--- src/hdl/bcch_pkg.sv ---
// package: block type, cipher constants, round function
`timescale 1ns / 1ps

package bcch_pkg;

  localparam int unsigned BLOCK_BYTES = 32;
  localparam int unsigned WORD_BITS   = 64;
  localparam int unsigned BLOCK_BITS  = 8 * BLOCK_BYTES;
  localparam int unsigned HALF_BITS   = BLOCK_BITS / 2;

  // last word of a block and last round of a compression
  localparam logic [1:0] WORD_LAST  = 2'd3;
  localparam logic [1:0] ROUND_LAST = 2'd3;

  localparam logic [BLOCK_BITS-1:0] INIT_H = {
    64'hdd6764594e0aa55a, 64'h8620c189c43064bc,
    64'h69a2c58b8320e652, 64'h52f6edd2afee540d
  };

  localparam logic [7:0] SBOX [256] = '{
    8'd185, 8'd226, 8'd243, 8'd232, 8'd46,  8'd37,  8'd100, 8'd127,
    8'd108, 8'd119, 8'd38,  8'd61,  8'd251, 8'd224, 8'd177, 8'd170,
    8'd186, 8'd176, 8'd225, 8'd250, 8'd60,  8'd39,  8'd118, 8'd109,
    8'd126, 8'd101, 8'd52,  8'd111, 8'd233, 8'd121, 8'd163, 8'd164,
    8'd215, 8'd204, 8'd157, 8'd6,   8'd64,  8'd91,  8'd138, 8'd145,
    8'd2,   8'd25,  8'd72,  8'd83,  8'd149, 8'd142, 8'd223, 8'd196,
    8'd197, 8'd222, 8'd143, 8'd148, 8'd82,  8'd73,  8'd24,  8'd3,
    8'd16,  8'd11,  8'd90,  8'd65,  8'd135, 8'd156, 8'd205, 8'd242,
    8'd159, 8'd132, 8'd213, 8'd206, 8'd8,   8'd19,  8'd66,  8'd89,
    8'd74,  8'd87,  8'd0,   8'd27,  8'd221, 8'd198, 8'd151, 8'd140,
    8'd141, 8'd150, 8'd199, 8'd220, 8'd26,  8'd1,   8'd80,  8'd75,
    8'd88,  8'd67,  8'd18,  8'd9,   8'd207, 8'd212, 8'd133, 8'd158,
    8'd241, 8'd59,  8'd187, 8'd160, 8'd102, 8'd125, 8'd44,  8'd55,
    8'd36,  8'd63,  8'd110, 8'd183, 8'd179, 8'd168, 8'd249, 8'd162,
    8'd227, 8'd248, 8'd169, 8'd178, 8'd116, 8'd95,  8'd62,  8'd53,
    8'd54,  8'd45,  8'd124, 8'd47,  8'd161, 8'd152, 8'd235, 8'd190,
    8'd115, 8'd105, 8'd56,  8'd35,  8'd165, 8'd254, 8'd175, 8'd180,
    8'd167, 8'd188, 8'd237, 8'd246, 8'd48,  8'd43,  8'd122, 8'd97,
    8'd96,  8'd123, 8'd42,  8'd49,  8'd247, 8'd236, 8'd189, 8'd166,
    8'd181, 8'd174, 8'd255, 8'd228, 8'd34,  8'd57,  8'd104, 8'd103,
    8'd28,  8'd7,   8'd86,  8'd77,  8'd139, 8'd144, 8'd193, 8'd218,
    8'd201, 8'd210, 8'd131, 8'd184, 8'd94,  8'd69,  8'd20,  8'd15,
    8'd14,  8'd21,  8'd68,  8'd29,  8'd153, 8'd128, 8'd211, 8'd234,
    8'd219, 8'd192, 8'd17,  8'd10,  8'd76,  8'd85,  8'd134, 8'd171,
    8'd84,  8'd79,  8'd30,  8'd5,   8'd195, 8'd216, 8'd136, 8'd146,
    8'd129, 8'd154, 8'd203, 8'd208, 8'd22,  8'd13,  8'd92,  8'd71,
    8'd70,  8'd93,  8'd12,  8'd23,  8'd209, 8'd202, 8'd155, 8'd130,
    8'd147, 8'd137, 8'd217, 8'd194, 8'd4,   8'd31,  8'd78,  8'd200,
    8'd58,  8'd33,  8'd112, 8'd107, 8'd173, 8'd182, 8'd230, 8'd252,
    8'd239, 8'd50,  8'd229, 8'd172, 8'd120, 8'd99,  8'd114, 8'd41,
    8'd40,  8'd51,  8'd98,  8'd113, 8'd191, 8'd214, 8'd245, 8'd244,
    8'd253, 8'd231, 8'd117, 8'd32,  8'd106, 8'd81,  8'd240, 8'd238
  };

  typedef struct packed {
    logic [BLOCK_BITS-1:0] msg;
    logic                  fin;
  } blk_t;

  // key xor, byte substitution, then bit p takes bit (35p+57) mod 128
  // bit 0 is the msb of byte 0, i.e. vector bit 127
  function automatic logic [HALF_BITS-1:0] f_round(logic [HALF_BITS-1:0] x,
                                                   logic [HALF_BITS-1:0] k);
    logic [HALF_BITS-1:0] xk;
    logic [HALF_BITS-1:0] t;
    logic [HALF_BITS-1:0] o;
    int unsigned q;
    xk = x ^ k;
    for (int i = 0; i < HALF_BITS / 8; i++) begin
      t[HALF_BITS-1-8*i -: 8] = SBOX[xk[HALF_BITS-1-8*i -: 8]];
    end
    for (int p = 0; p < HALF_BITS; p++) begin
      q = (35 * p + 57) % HALF_BITS;
      o[HALF_BITS-1-p] = t[HALF_BITS-1-q];
    end
    return o;
  endfunction

endpackage

--- src/hdl/bcch_if.sv ---
// channel interfaces: message words in, digest words out
`timescale 1ns / 1ps

interface bcch_word_if;
  logic        valid;
  logic        ready;
  logic [63:0] message_word;
  logic        final_block;

  modport source (output valid, output message_word, output final_block, input ready);
  modport sink   (input valid, input message_word, input final_block, output ready);
endinterface

interface bcch_digest_if;
  logic        valid;
  logic        ready;
  logic [63:0] digest_word;
  logic        last_word;

  modport source (output valid, output digest_word, output last_word, input ready);
  modport sink   (input valid, input digest_word, input last_word, output ready);
endinterface

--- src/hdl/block_cipher_chained_hash.sv ---
// top level: word collector, block queue and compression engine
// takes one message word per cycle unless a block's fourth word finds the queue full
// the engine runs four cipher rounds per block; a final block's digest is 4 words
// one word leaves per ready cycle; a second final digest may wait for the first to drain
// reset: chaining value returns to the initial value, queue and counters empty
`timescale 1ns / 1ps

module block_cipher_chained_hash (
  input  logic          clk_i,
  input  logic          rst_ni,
  bcch_word_if.sink     word_i,
  bcch_digest_if.source digest_o
);

  logic           push_valid, push_ready;
  logic           pop_valid, pop_ready;
  bcch_pkg::blk_t push_blk, pop_blk;

  bcch_front u_front (
    .clk_i        (clk_i),
    .rst_ni       (rst_ni),
    .word_i       (word_i),
    .push_valid_o (push_valid),
    .push_ready_i (push_ready),
    .push_blk_o   (push_blk)
  );

  bcch_queue u_queue (
    .clk_i        (clk_i),
    .rst_ni       (rst_ni),
    .push_valid_i (push_valid),
    .push_ready_o (push_ready),
    .push_blk_i   (push_blk),
    .pop_valid_o  (pop_valid),
    .pop_ready_i  (pop_ready),
    .pop_blk_o    (pop_blk)
  );

  bcch_engine u_engine (
    .clk_i       (clk_i),
    .rst_ni      (rst_ni),
    .blk_valid_i (pop_valid),
    .blk_ready_o (pop_ready),
    .blk_i       (pop_blk),
    .digest_o    (digest_o)
  );

`ifndef SYNTHESIS
  // input stalls only when a block cannot enter the queue
  a_stall_only_on_full: assert property (@(posedge clk_i) disable iff (!rst_ni)
    !word_i.ready |-> !push_ready)
    else $error("input stalled with queue space free");

  // a digest always starts with its first word
  a_digest_starts_at_word0: assert property (@(posedge clk_i) disable iff (!rst_ni)
    $rose(digest_o.valid) |-> !digest_o.last_word)
    else $error("digest began at its last word");

  // the engine is busy for the cycle after it takes a block
  a_engine_busy_after_take: assert property (@(posedge clk_i) disable iff (!rst_ni)
    (pop_valid && pop_ready) |=> !pop_ready)
    else $error("engine took blocks in back-to-back cycles");
`endif

endmodule

--- src/hdl/bcch_front.sv ---
// front end: gathers four message words into one block
`timescale 1ns / 1ps

module bcch_front (
  input  logic              clk_i,
  input  logic              rst_ni,
  bcch_word_if.sink         word_i,
  output logic              push_valid_o,
  input  logic              push_ready_i,
  output bcch_pkg::blk_t    push_blk_o
);

  logic [1:0]                     pos_q, pos_d;
  logic [bcch_pkg::WORD_BITS-1:0] buf_q [3];
  logic                           is_last;
  logic                           fire;

  assign is_last      = (pos_q == bcch_pkg::WORD_LAST);
  // first three words only need buffer space, the fourth needs a queue slot
  assign word_i.ready = !is_last || push_ready_i;
  assign fire         = word_i.valid && word_i.ready;
  assign push_valid_o = word_i.valid && is_last;

  always_comb begin
    push_blk_o.msg = {buf_q[0], buf_q[1], buf_q[2], word_i.message_word};
    push_blk_o.fin = word_i.final_block;
  end

  always_comb begin
    pos_d = pos_q;
    if (fire) begin
      pos_d = pos_q + 2'd1;
    end
  end

  always_ff @(posedge clk_i or negedge rst_ni) begin
    if (!rst_ni) begin
      pos_q <= 2'd0;
    end else begin
      pos_q <= pos_d;
    end
  end

  always_ff @(posedge clk_i) begin
    if (fire && !is_last) begin
      buf_q[pos_q] <= word_i.message_word;
    end
  end

endmodule

--- src/hdl/bcch_queue.sv ---
// two-entry block queue between front end and compression engine
`timescale 1ns / 1ps

module bcch_queue (
  input  logic              clk_i,
  input  logic              rst_ni,
  input  logic              push_valid_i,
  output logic              push_ready_o,
  input  bcch_pkg::blk_t    push_blk_i,
  output logic              pop_valid_o,
  input  logic              pop_ready_i,
  output bcch_pkg::blk_t    pop_blk_o
);

  bcch_pkg::blk_t mem_q [2];
  logic           wr_q, wr_d;
  logic           rd_q, rd_d;
  logic [1:0]     cnt_q, cnt_d;
  logic           do_push;
  logic           do_pop;

  assign push_ready_o = (cnt_q != 2'd2);
  assign pop_valid_o  = (cnt_q != 2'd0);
  assign pop_blk_o    = mem_q[rd_q];
  assign do_push      = push_valid_i && push_ready_o;
  assign do_pop       = pop_valid_o && pop_ready_i;

  always_comb begin
    wr_d  = do_push ? !wr_q : wr_q;
    rd_d  = do_pop ? !rd_q : rd_q;
    cnt_d = cnt_q;
    if (do_push && !do_pop) begin
      cnt_d = cnt_q + 2'd1;
    end else if (do_pop && !do_push) begin
      cnt_d = cnt_q - 2'd1;
    end
  end

  always_ff @(posedge clk_i or negedge rst_ni) begin
    if (!rst_ni) begin
      wr_q  <= 1'b0;
      rd_q  <= 1'b0;
      cnt_q <= 2'd0;
    end else begin
      wr_q  <= wr_d;
      rd_q  <= rd_d;
      cnt_q <= cnt_d;
    end
  end

  always_ff @(posedge clk_i) begin
    if (do_push) begin
      mem_q[wr_q] <= push_blk_i;
    end
  end

endmodule

--- src/hdl/bcch_engine.sv ---
// back end: a cipher round per unstalled cycle, chaining value update, digest output
`timescale 1ns / 1ps

module bcch_engine (
  input  logic              clk_i,
  input  logic              rst_ni,
  input  logic              blk_valid_i,
  output logic              blk_ready_o,
  input  bcch_pkg::blk_t    blk_i,
  bcch_digest_if.source     digest_o
);

  localparam int unsigned HB = bcch_pkg::HALF_BITS;
  localparam int unsigned BB = bcch_pkg::BLOCK_BITS;

  logic [BB-1:0] h_q, h_d;
  logic [BB-1:0] s_q;
  logic [BB-1:0] m_q;
  logic          fin_q;
  logic          busy_q, busy_d;
  logic [1:0]    rnd_q, rnd_d;
  logic [BB-1:0] dig_q;
  logic          dig_valid_q, dig_valid_d;
  logic [1:0]    cnt_q, cnt_d;

  logic [HB-1:0] lo_l, lo_r, key, f_in, f_out;
  logic [BB-1:0] s_next, h_new;
  logic          dig_free, last_rnd, finishing, take, out_fire;

  // round 0,1 feistel and 2,3 lai-massey; odd rounds use the second key half
  always_comb begin
    lo_l  = s_q[BB-1:HB];
    lo_r  = s_q[HB-1:0];
    key   = rnd_q[0] ? m_q[HB-1:0] : m_q[BB-1:HB];
    f_in  = rnd_q[1] ? (lo_l ^ lo_r) : lo_r;
    f_out = bcch_pkg::f_round(f_in, key);
    s_next = rnd_q[1] ? {lo_l ^ f_out, lo_r ^ f_out} : {lo_r, f_out ^ lo_l};
    h_new  = h_q ^ s_next;
  end

  assign out_fire  = digest_o.valid && digest_o.ready;
  assign dig_free  = !dig_valid_q || (out_fire && cnt_q == bcch_pkg::WORD_LAST);
  assign last_rnd  = busy_q && (rnd_q == bcch_pkg::ROUND_LAST);
  // a final block waits in its last round until the digest register is free
  assign finishing = last_rnd && (!fin_q || dig_free);
  assign take      = blk_valid_i && (!busy_q || finishing);
  assign blk_ready_o = !busy_q || finishing;

  always_comb begin
    h_d = h_q;
    if (finishing) begin
      h_d = fin_q ? bcch_pkg::INIT_H : h_new;
    end
  end

  always_comb begin
    busy_d = busy_q;
    rnd_d  = rnd_q;
    if (take) begin
      busy_d = 1'b1;
      rnd_d  = 2'd0;
    end else if (finishing) begin
      busy_d = 1'b0;
    end else if (busy_q && !last_rnd) begin
      rnd_d = rnd_q + 2'd1;
    end
  end

  always_comb begin
    dig_valid_d = dig_valid_q;
    cnt_d       = cnt_q;
    if (out_fire) begin
      cnt_d = cnt_q + 2'd1;
      if (cnt_q == bcch_pkg::WORD_LAST) begin
        dig_valid_d = 1'b0;
      end
    end
    if (finishing && fin_q) begin
      dig_valid_d = 1'b1;
      cnt_d       = 2'd0;
    end
  end

  always_ff @(posedge clk_i or negedge rst_ni) begin
    if (!rst_ni) begin
      h_q         <= bcch_pkg::INIT_H;
      busy_q      <= 1'b0;
      rnd_q       <= 2'd0;
      dig_valid_q <= 1'b0;
      cnt_q       <= 2'd0;
    end else begin
      h_q         <= h_d;
      busy_q      <= busy_d;
      rnd_q       <= rnd_d;
      dig_valid_q <= dig_valid_d;
      cnt_q       <= cnt_d;
    end
  end

  always_ff @(posedge clk_i) begin
    if (take) begin
      s_q   <= h_d;
      m_q   <= blk_i.msg;
      fin_q <= blk_i.fin;
    end else if (busy_q && !last_rnd) begin
      s_q <= s_next;
    end
    if (finishing && fin_q) begin
      dig_q <= h_new;
    end
  end

  assign digest_o.valid     = dig_valid_q;
  assign digest_o.last_word = (cnt_q == bcch_pkg::WORD_LAST);

  always_comb begin
    case (cnt_q)
      2'd0:    digest_o.digest_word = dig_q[255:192];
      2'd1:    digest_o.digest_word = dig_q[191:128];
      2'd2:    digest_o.digest_word = dig_q[127:64];
      default: digest_o.digest_word = dig_q[63:0];
    endcase
  end

endmodule
--- src/flat_wrapper.sv ---
// flat-port wrapper written by rule: the top's interface ports become plain ports
module block_cipher_chained_hash_flat 
  (clk_i, rst_ni, word_i_valid, word_i_message_word, word_i_final_block, word_i_ready, digest_o_valid, digest_o_digest_word, digest_o_last_word, digest_o_ready);
  bcch_word_if word_i_i ();
  bcch_digest_if digest_o_i ();
  input  logic clk_i;
  input  logic rst_ni;
  input wire logic [$bits(word_i_i.valid)-1:0] word_i_valid;
  input wire logic [$bits(word_i_i.message_word)-1:0] word_i_message_word;
  input wire logic [$bits(word_i_i.final_block)-1:0] word_i_final_block;
  output wire logic [$bits(word_i_i.ready)-1:0] word_i_ready;
  output wire logic [$bits(digest_o_i.valid)-1:0] digest_o_valid;
  output wire logic [$bits(digest_o_i.digest_word)-1:0] digest_o_digest_word;
  output wire logic [$bits(digest_o_i.last_word)-1:0] digest_o_last_word;
  input wire logic [$bits(digest_o_i.ready)-1:0] digest_o_ready;
  assign word_i_i.valid = word_i_valid;
  assign word_i_i.message_word = word_i_message_word;
  assign word_i_i.final_block = word_i_final_block;
  assign word_i_ready = word_i_i.ready;
  assign digest_o_valid = digest_o_i.valid;
  assign digest_o_digest_word = digest_o_i.digest_word;
  assign digest_o_last_word = digest_o_i.last_word;
  assign digest_o_i.ready = digest_o_ready;
  block_cipher_chained_hash u_core (.clk_i(clk_i), .rst_ni(rst_ni), .word_i(word_i_i), .digest_o(digest_o_i));
endmodule
--- config.mk ---
export PLATFORM = sky130hd
export DESIGN_NAME = block_cipher_chained_hash_flat
export DESIGN_NICKNAME = d
export VERILOG_FILES = /design/src/hdl/bcch_pkg.sv /design/src/hdl/bcch_if.sv /design/src/hdl/block_cipher_chained_hash.sv /design/src/hdl/bcch_front.sv /design/src/hdl/bcch_queue.sv /design/src/hdl/bcch_engine.sv /design/src/flat_wrapper.sv
export SDC_FILE = /design/constraint.sdc
export NUM_CORES = 2
export LEC_CHECK = 0
export ABC_AREA = 1
export ABC_CLOCK_PERIOD_IN_PS = 30100
export BUFFER_PORTS_ARGS = -buffer_cell sky130_fd_sc_hd__buf_4
export CAP_MARGIN = 20
export CORE_UTILIZATION = 45
export DETAILED_ROUTE_END_ITERATION = 12
export PLACE_DENSITY = 0.57
export SLEW_MARGIN = 20
export SYNTH_ARGS = -nofsm -noshare
export SYNTH_HDL_FRONTEND = slang
export SYNTH_SLANG_ARGS = --single-unit
--- constraint.sdc ---
create_clock -name clk_i -period 30.1 [get_ports clk_i]
set_input_delay 3.01 -clock clk_i [delete_from_list [all_inputs] [get_ports clk_i]]
set_output_delay 3.01 -clock clk_i [all_outputs]
set_load 0.02 [all_outputs]
==> Word level (Yosys, flattened, before mapping) <==
Memories as Yosys holds them, arrays and structs flattened. A register that Yosys moved wholly into a read port is not among the register bits.
Cells that the tools add are included.
W data, S select, Z words.
{ "totals": {"memories": 18, "ff_bits": 780, "mem_bits_ro": 32768, "out_inout_bits": 67, "wordCells": 169, "in_bits": 69, "ram_bits": 706} }
{ "memory_table": {"columns": ["name", "depth", "word_bits", "rd", "rd_ports_with_merged_regs", "wr", "line", "source"], "rows": [
  ["(name not given)", 256, 8, 1, 0, 0, "bcch_pkg.sv:70", "t[HALF_BITS-1-8*i -: 8] = SBOX[xk[HALF_BITS-1-8*i -: 8]];"],
  ["(name not given)", 256, 8, 1, 0, 0, "bcch_pkg.sv:70", null],
  ["(name not given)", 256, 8, 1, 0, 0, "bcch_pkg.sv:70", null],
  ["(name not given)", 256, 8, 1, 0, 0, "bcch_pkg.sv:70", null],
  ["(name not given)", 256, 8, 1, 0, 0, "bcch_pkg.sv:70", null],
  ["(name not given)", 256, 8, 1, 0, 0, "bcch_pkg.sv:70", null],
  ["+12 memories", null, null, null, null, null, null, null]
]} }
{ "classes": {"eq_ne": 7, "n_reduce_logical": 35, "bitwise_logic": 21, "mux": 56, "n_addsub": 5, "magnitude_cmp": 16} }
{ "ops": {"columns": ["operator", "n"], "rows": [
  ["$mux W256", 5],
  ["$xor A128 B128 Y128", 4],
  ["$mux W128", 2],
  ["$mux W8", 32],
  ["$xor A256 B256 Y256", 1],
  ["$pmux W64 S3", 1],
  ["$ge A9 B9 Y1 const B", 16],
  ["$not A8 Y9", 16],
  ["$mux W2", 7],
  ["$logic_and A1 B1 Y1", 13],
  ["$reduce_bool A2 Y1", 6],
  ["$logic_not A1 Y1", 9],
  ["$mux W1", 9],
  ["$add A2 B1 Y2 const B", 4],
  ["$eq A2 B2 Y1 const B", 4],
  ["$logic_or A1 B1 Y1", 4],
  ["$reduce_and A2 Y1", 2],
  ["$eq A2 B1 Y1 const B", 1],
  ["$logic_not A2 Y1", 1],
  ["$ne A2 B1 Y1 const B", 1],
  ["$ne A2 B2 Y1 const B", 1],
  ["$sub A2 B1 Y2 const B", 1]
]} }

==> Longest topological paths before layout <==
{ "logic_depth": {"word_depth": 13, "ltp_mapped": 32} }

==> Modules after synthesis <==
A second synthesis with hierarchy kept.
{ "unflattened": {"hier_cells": 13868, "hier_area_um2": 107794.6} }
{ "modules_own_cells": {"columns": ["mod", "cells_per_inst", "seq_area_each_um2", "n_inst", "area_per_inst_um2"], "rows": [
  ["bcch_engine", 12213, 29797.3, 1, 82390.3],
  ["bcch_queue", 1371, 15534.9, 1, 18958.2],
  ["bcch_front", 284, 5815.6, 1, 6446.2]
]} }

==> Worst setup path before layout <==
Ideal clock, no wire load.
{ "synth_path": {"path_kind": "in2reg", "from": "input word_i_valid", "to": "memory u_core.u_queue.mem_q[1][0] (netlist bit), enable pin", "arrival_ps": 13802, "stages": 2, "path_slack_ps": 15417, "n_path_buf": 0, "cell_sequence": "nand3_1 -> nor2_1"} }
{ "synth_between": {"elab_chain_cells": 4} }
{ "synth_lines": {"columns": ["element", "line", "source"], "rows": [
  ["from (decl)", "flat_wrapper.sv:8", "input wire logic [$bits(word_i_i.valid)-1:0] word_i_valid;"],
  ["$logic_and A1 B1 Y1", "bcch_front.sv:22", "assign push_valid_o = word_i.valid && is_last;"],
  ["$logic_and A1 B1 Y1", "bcch_queue.sv:25", "assign do_push = push_valid_i && push_ready_o;"],
  ["$mux W1", "bcch_queue.sv:52", "if (do_push) begin"],
  ["$mux W1 (implied by the code)", "bcch_queue.sv:53", "mem_q[wr_q] <= push_blk_i;"],
  ["to (decl)", "bcch_queue.sv:15", "bcch_pkg::blk_t mem_q [2];"]
]} }
Every way passes these cells.

==> Worst setup path after layout <==
{ "layout_path": {"from": "register u_core.u_engine.rnd_q[1]", "to": "register u_core.u_engine.s_q[144], data pin"} }
{ "layout_between": {"elab_chain_cells": 12} }
{ "layout_lines": {"columns": ["element", "line", "source"], "rows": [
  ["from (decl)", "bcch_engine.sv:21", "logic [1:0] rnd_q, rnd_d;"],
  ["from (signal assigned)", "bcch_engine.sv:94", "rnd_q <= rnd_d;"],
  ["$mux W128", "bcch_engine.sv:35", "f_in = rnd_q[1] ? (lo_l ^ lo_r) : lo_r;"],
  ["$xor A128 B128 Y128", "bcch_pkg.sv:68", "xk = x ^ k;"],
  ["$not A8 Y9 (implied by the code)", "bcch_pkg.sv:70", null],
  ["$mem_v2 Z256 W8", null, null],
  ["$mux W8 (implied by the code) (2 in series)", "bcch_pkg.sv:70", null],
  ["$xor A128 B128 Y128", "bcch_engine.sv:37", "s_next = rnd_q[1] ? {lo_l ^ f_out, lo_r ^ f_out} : {lo_r, f_out ^ lo_l};"],
  ["$mux W256", "bcch_engine.sv:37", null],
  ["$xor A256 B256 Y256", "bcch_engine.sv:38", "h_new = h_q ^ s_next;"],
  ["$mux W256", "bcch_engine.sv:52", "h_d = fin_q ? bcch_pkg::INIT_H : h_new;"],
  ["$mux W256 (*)", "bcch_engine.sv:51", "if (finishing) begin"],
  ["named net u_core.u_engine.h_d[144]", "bcch_engine.sv:16", "logic [BB-1:0] h_q, h_d;"],
  ["$mux W256 (*)", "bcch_engine.sv:101", "if (take) begin"],
  ["to (signal assigned)", "bcch_engine.sv:106", "s_q <= s_next;"],
  ["to (decl)", "bcch_engine.sv:17", "logic [BB-1:0] s_q;"]
]} }
Mark *: on every way through the listed nets, which the timed path passes. The rest lies on a longest branch. The select of a mux whose other input is x is not followed.
A chain may end at the register's enable or synchronous reset.

==> impl_metrics.env <==
export IMPL_outcome="complete, no violations"
export IMPL_synth_enable_flop_cells=1475
export IMPL_cts_hold_buf=0
export IMPL_critPathCaptureType="register"
export IMPL_min_path_type="reg -> reg"
export IMPL_required_ps=30660
export IMPL_final_nets=14100
export IMPL_ctsResizeCount=0
export IMPL_reg2reg_depth=29
export IMPL_rsz0062_at_grt="false"
export IMPL_die_h_um=490
export IMPL_area_growth_pct=9.06
export IMPL_r2r_setup_slack_ps=22750
export IMPL_min_from="u_core.u_front.buf_q[2][17]"
export IMPL_io_pins=136
export IMPL_ys_ff_latch=1743
export IMPL_cp_arrival_ps=7910
export IMPL_reg2reg_to="u_core.u_engine.s_q[144]"
export IMPL_post_route_period_util=0.244
export IMPL_syn_inst=14000
export IMPL_nFillCells=22900
export IMPL_grt_max_degree=169
export IMPL_cp_slowest_stage_delay_ps=790
export IMPL_syn_area_per_cell_um2=7.67
export IMPL_cp_start_kind="register"
export IMPL_worstMarginPinSlew_ps=1230
export IMPL_finalSetupViolCount=0
export IMPL_ys_seq_area_frac=0.477
export IMPL_hold_depth=0
export IMPL_crit_slowest_cell="dfrtp_4"
export IMPL_drive_gt1_frac=0.0725
export IMPL_gp_congestion=0.965
export IMPL_grt_pass1_vias=88600
export IMPL_overflow=0
export IMPL_io_buffer_count=135
export IMPL_synth_area_top_cells="edfxtp_1 41%, nand2_1 20%, nand3_1 8.4%"
export IMPL_finalCriticalPeriod_ps=7350
export IMPL_worstSetupPathType="reg -> reg"
export IMPL_via_per_inst=5.54
export IMPL_skew_ps=126
export IMPL_cts_setup_buffers=0
export IMPL_min_to="u_core.u_queue.mem_q[0][82]"
export IMPL_ys_async_sr_fraction=0.154
export IMPL_cap_violations=0
export IMPL_clock_latency_ps=890
export IMPL_yosysUniqueCellTypes=64
export IMPL_grt_usage=0.305
export IMPL_first_iter_violations=9695
export IMPL_setup_tns_ps=0
export IMPL_fp_dieArea_um2=240000
export IMPL_root_buffer="clkbuf_16"
export IMPL_htreeDepth=4
export IMPL_cts_buffers=193
export IMPL_syn_nets=14200
export IMPL_vias=95300
export IMPL_hold_violations=0
export IMPL_reg2reg_from="u_core.u_engine.rnd_q[1]"
export IMPL_holdWs_ps=408
export IMPL_clock_sinks=1743
export IMPL_rows=178
export IMPL_design_area_um2=117000
export IMPL_core_um2=236000
export IMPL_place_area_um2=111000
export IMPL_syn_area_um2=107000
export IMPL_clk_pin_slew_ps=60
export IMPL_die_width_um=490
export IMPL_synth_top_area_frac=0.413
export IMPL_remaining_drc_errors=0
export IMPL_antenna_found_initial=11
export IMPL_cp_common_cell="nand2_1"
export IMPL_routedWlPerCell_um=21.9
export IMPL_fmax_mhz=136
export IMPL_start_util=0.455
export IMPL_firstDrtPassIters=7
export IMPL_yosysWarningCount=0
export IMPL_relSlewSlack=0.170
export IMPL_cts_tree="yes"
export IMPL_hpwl_um=262000
export IMPL_ant_nets=0
export IMPL_cp_max_fo=121
export IMPL_cts_max_path_buffers=3
export IMPL_wl_um=376000
export IMPL_ff_latch_area_um2=51200
export IMPL_multi_input_area_um2=48400
export IMPL_synth_main_ff_cell="edfxtp_1"
export IMPL_yosysTopAreaCell="edfxtp_1"
export IMPL_grt_pass1_wl_um=556000
export IMPL_drv_slew=0
==> state kept, by name (all words and copies together) (netlist names) <==
register / count
u_core.u_engine.dig_q: 256
u_core.u_engine.cnt_q: 2
u_core.u_engine.busy_q: 1
u_core.u_front.buf_q: 192
u_core.u_engine.s_q: 256
u_core.u_engine.h_q: 256
u_core.u_engine.rnd_q: 2
u_core.u_queue.wr_q: 1
u_core.u_front.pos_q: 2
u_core.u_queue.cnt_q: 2
u_core.u_engine.digest_o.valid: 1
u_core.u_queue.mem_q: 514
u_core.u_queue.rd_q: 1
u_core.u_engine.m_q: 256
u_core.u_engine.fin_q: 1
==> kinds of logic (layout without fill, tap and decap cells) <==
family          count (synthesis)  count (layout)  share of synthesized area
compound gates               1282            1282                     0.0676
xor+xnor                      269             269                     0.0266
fa+ha+maj                     177             177                     0.0206
buf+inv                      1918            1971                     0.0745
flops                        1743            1743                      0.477
mux                             9               9                   0.000956
other cells                     0               4                          0
simple gates                 8595            8595                      0.333
==> final cells by class <==
class	count	share of cell area
clock inverters	100	0.0104
repair buffers	261	0.0178
well taps	3150	0.0337
multi-input cells	10300	0.413
flip-flops and latches	1743	0.437
diodes	4	0.0000855
inverters	1351	0.0436
clock buffers	259	0.0440
==> worst max-delay path: cells and delay by family, from the launching register on <==
kind                       cells  cell delay [ps]
adders and majority gates      1              390
AOI/OAI and AO/OA              1              140
and+or+nand+nor               18             2040
DFF                            1              790
buffers and inverters          8             3090
xor gates and xnor gates       1              460
==> metal layers <==
layer / GRT usage / share of wire
met4: 0.100 / 0.033
met5: 0 / 0.000048
met2: 0.462 / 0.43
met1: 0.438 / 0.45
met3: 0.0547 / 0.082
==> cell usage after synthesis, drive strengths merged (2+ instances only) <==
master and instances:
nand2 5936, and2 100, inv 1344, o22ai 18
a211oi 5, mux2i 8, o211ai 84, o21ai 685
xor3 2, a31oi 40, clkbuf 232, o221ai 3
nor2 537, nand4 107, dfstp 119, o31ai 13
o21bai 13, nand3b 45, a21boi 6, buf 335
or2 29, nor3 22, ha 177, edfxtp 1475
a21oi 332, a22o 64, dfrtp 149, clkinv 7
o2111ai 4, o21a 14, xor2 179, nand3 1818
xnor2 87
==> placed cells by master, fill, tap and decap left out, types with 16 or more instances in the layout <==
cell type  netlist  final
nand2_1       5847   5845
nand3_1       1806   1806
edfxtp_1      1475   1475
inv_1         1253   1251
nor2_1         499    492
o21ai_0        492    481
a21oi_1        324    324
buf_4           63    250
clkbuf_16        0    193
o21ai_1        172    174
ha_1           177    173
dfrtp_1        149    146
xor2_1         145    141
dfstp_2        119    119
nand4_1        106    106
and2_1         100    100
nand2_2         88     89
inv_2           91     88
o211ai_1        82     82
xnor2_1         71     71
a22o_1          64     64
clkbuf_1       232     59
nand3b_1        45     45
a31oi_1         40     40
clkinv_1         7     36
nor2_2          32     33
xor2_2          28     31
clkinv_2         0     27
o21ai_2         18     25
nor3_1          22     22
o22ai_1         17     17
or2_2           16     16
==> how the worst max path moves through the flow <==
stage	startpoint	end	cells after the start
after floorplan	word_i_valid	u_core.u_queue.mem_q[1][0]	2
after global placement	digest_o_ready	u_core.u_engine.s_q[218]	10
after detailed placement	digest_o_ready	u_core.u_engine.s_q[90]	10
after CTS	u_core.u_engine.rnd_q[1]	u_core.u_engine.s_q[144]	29
after global routing	u_core.u_engine.rnd_q[1]	u_core.u_engine.s_q[144]	30
final	u_core.u_engine.rnd_q[1]	u_core.u_engine.s_q[144]	29
==> through the flow <==
step            util  setup slack (ps)  std cells
2_1_floorplan      -             15420      14000
3_3_place_gp   0.469             22820      16800
3_5_place_dp   0.469             22800      16800
4_1_cts        0.496             22900      17200
5_1_grt        0.496             22240      17200
6_report       0.496             22750      17200
Power is left out: the tool's default activity adds up to more than one toggle a clock period on the data nets, which glitch-free logic cannot reach.
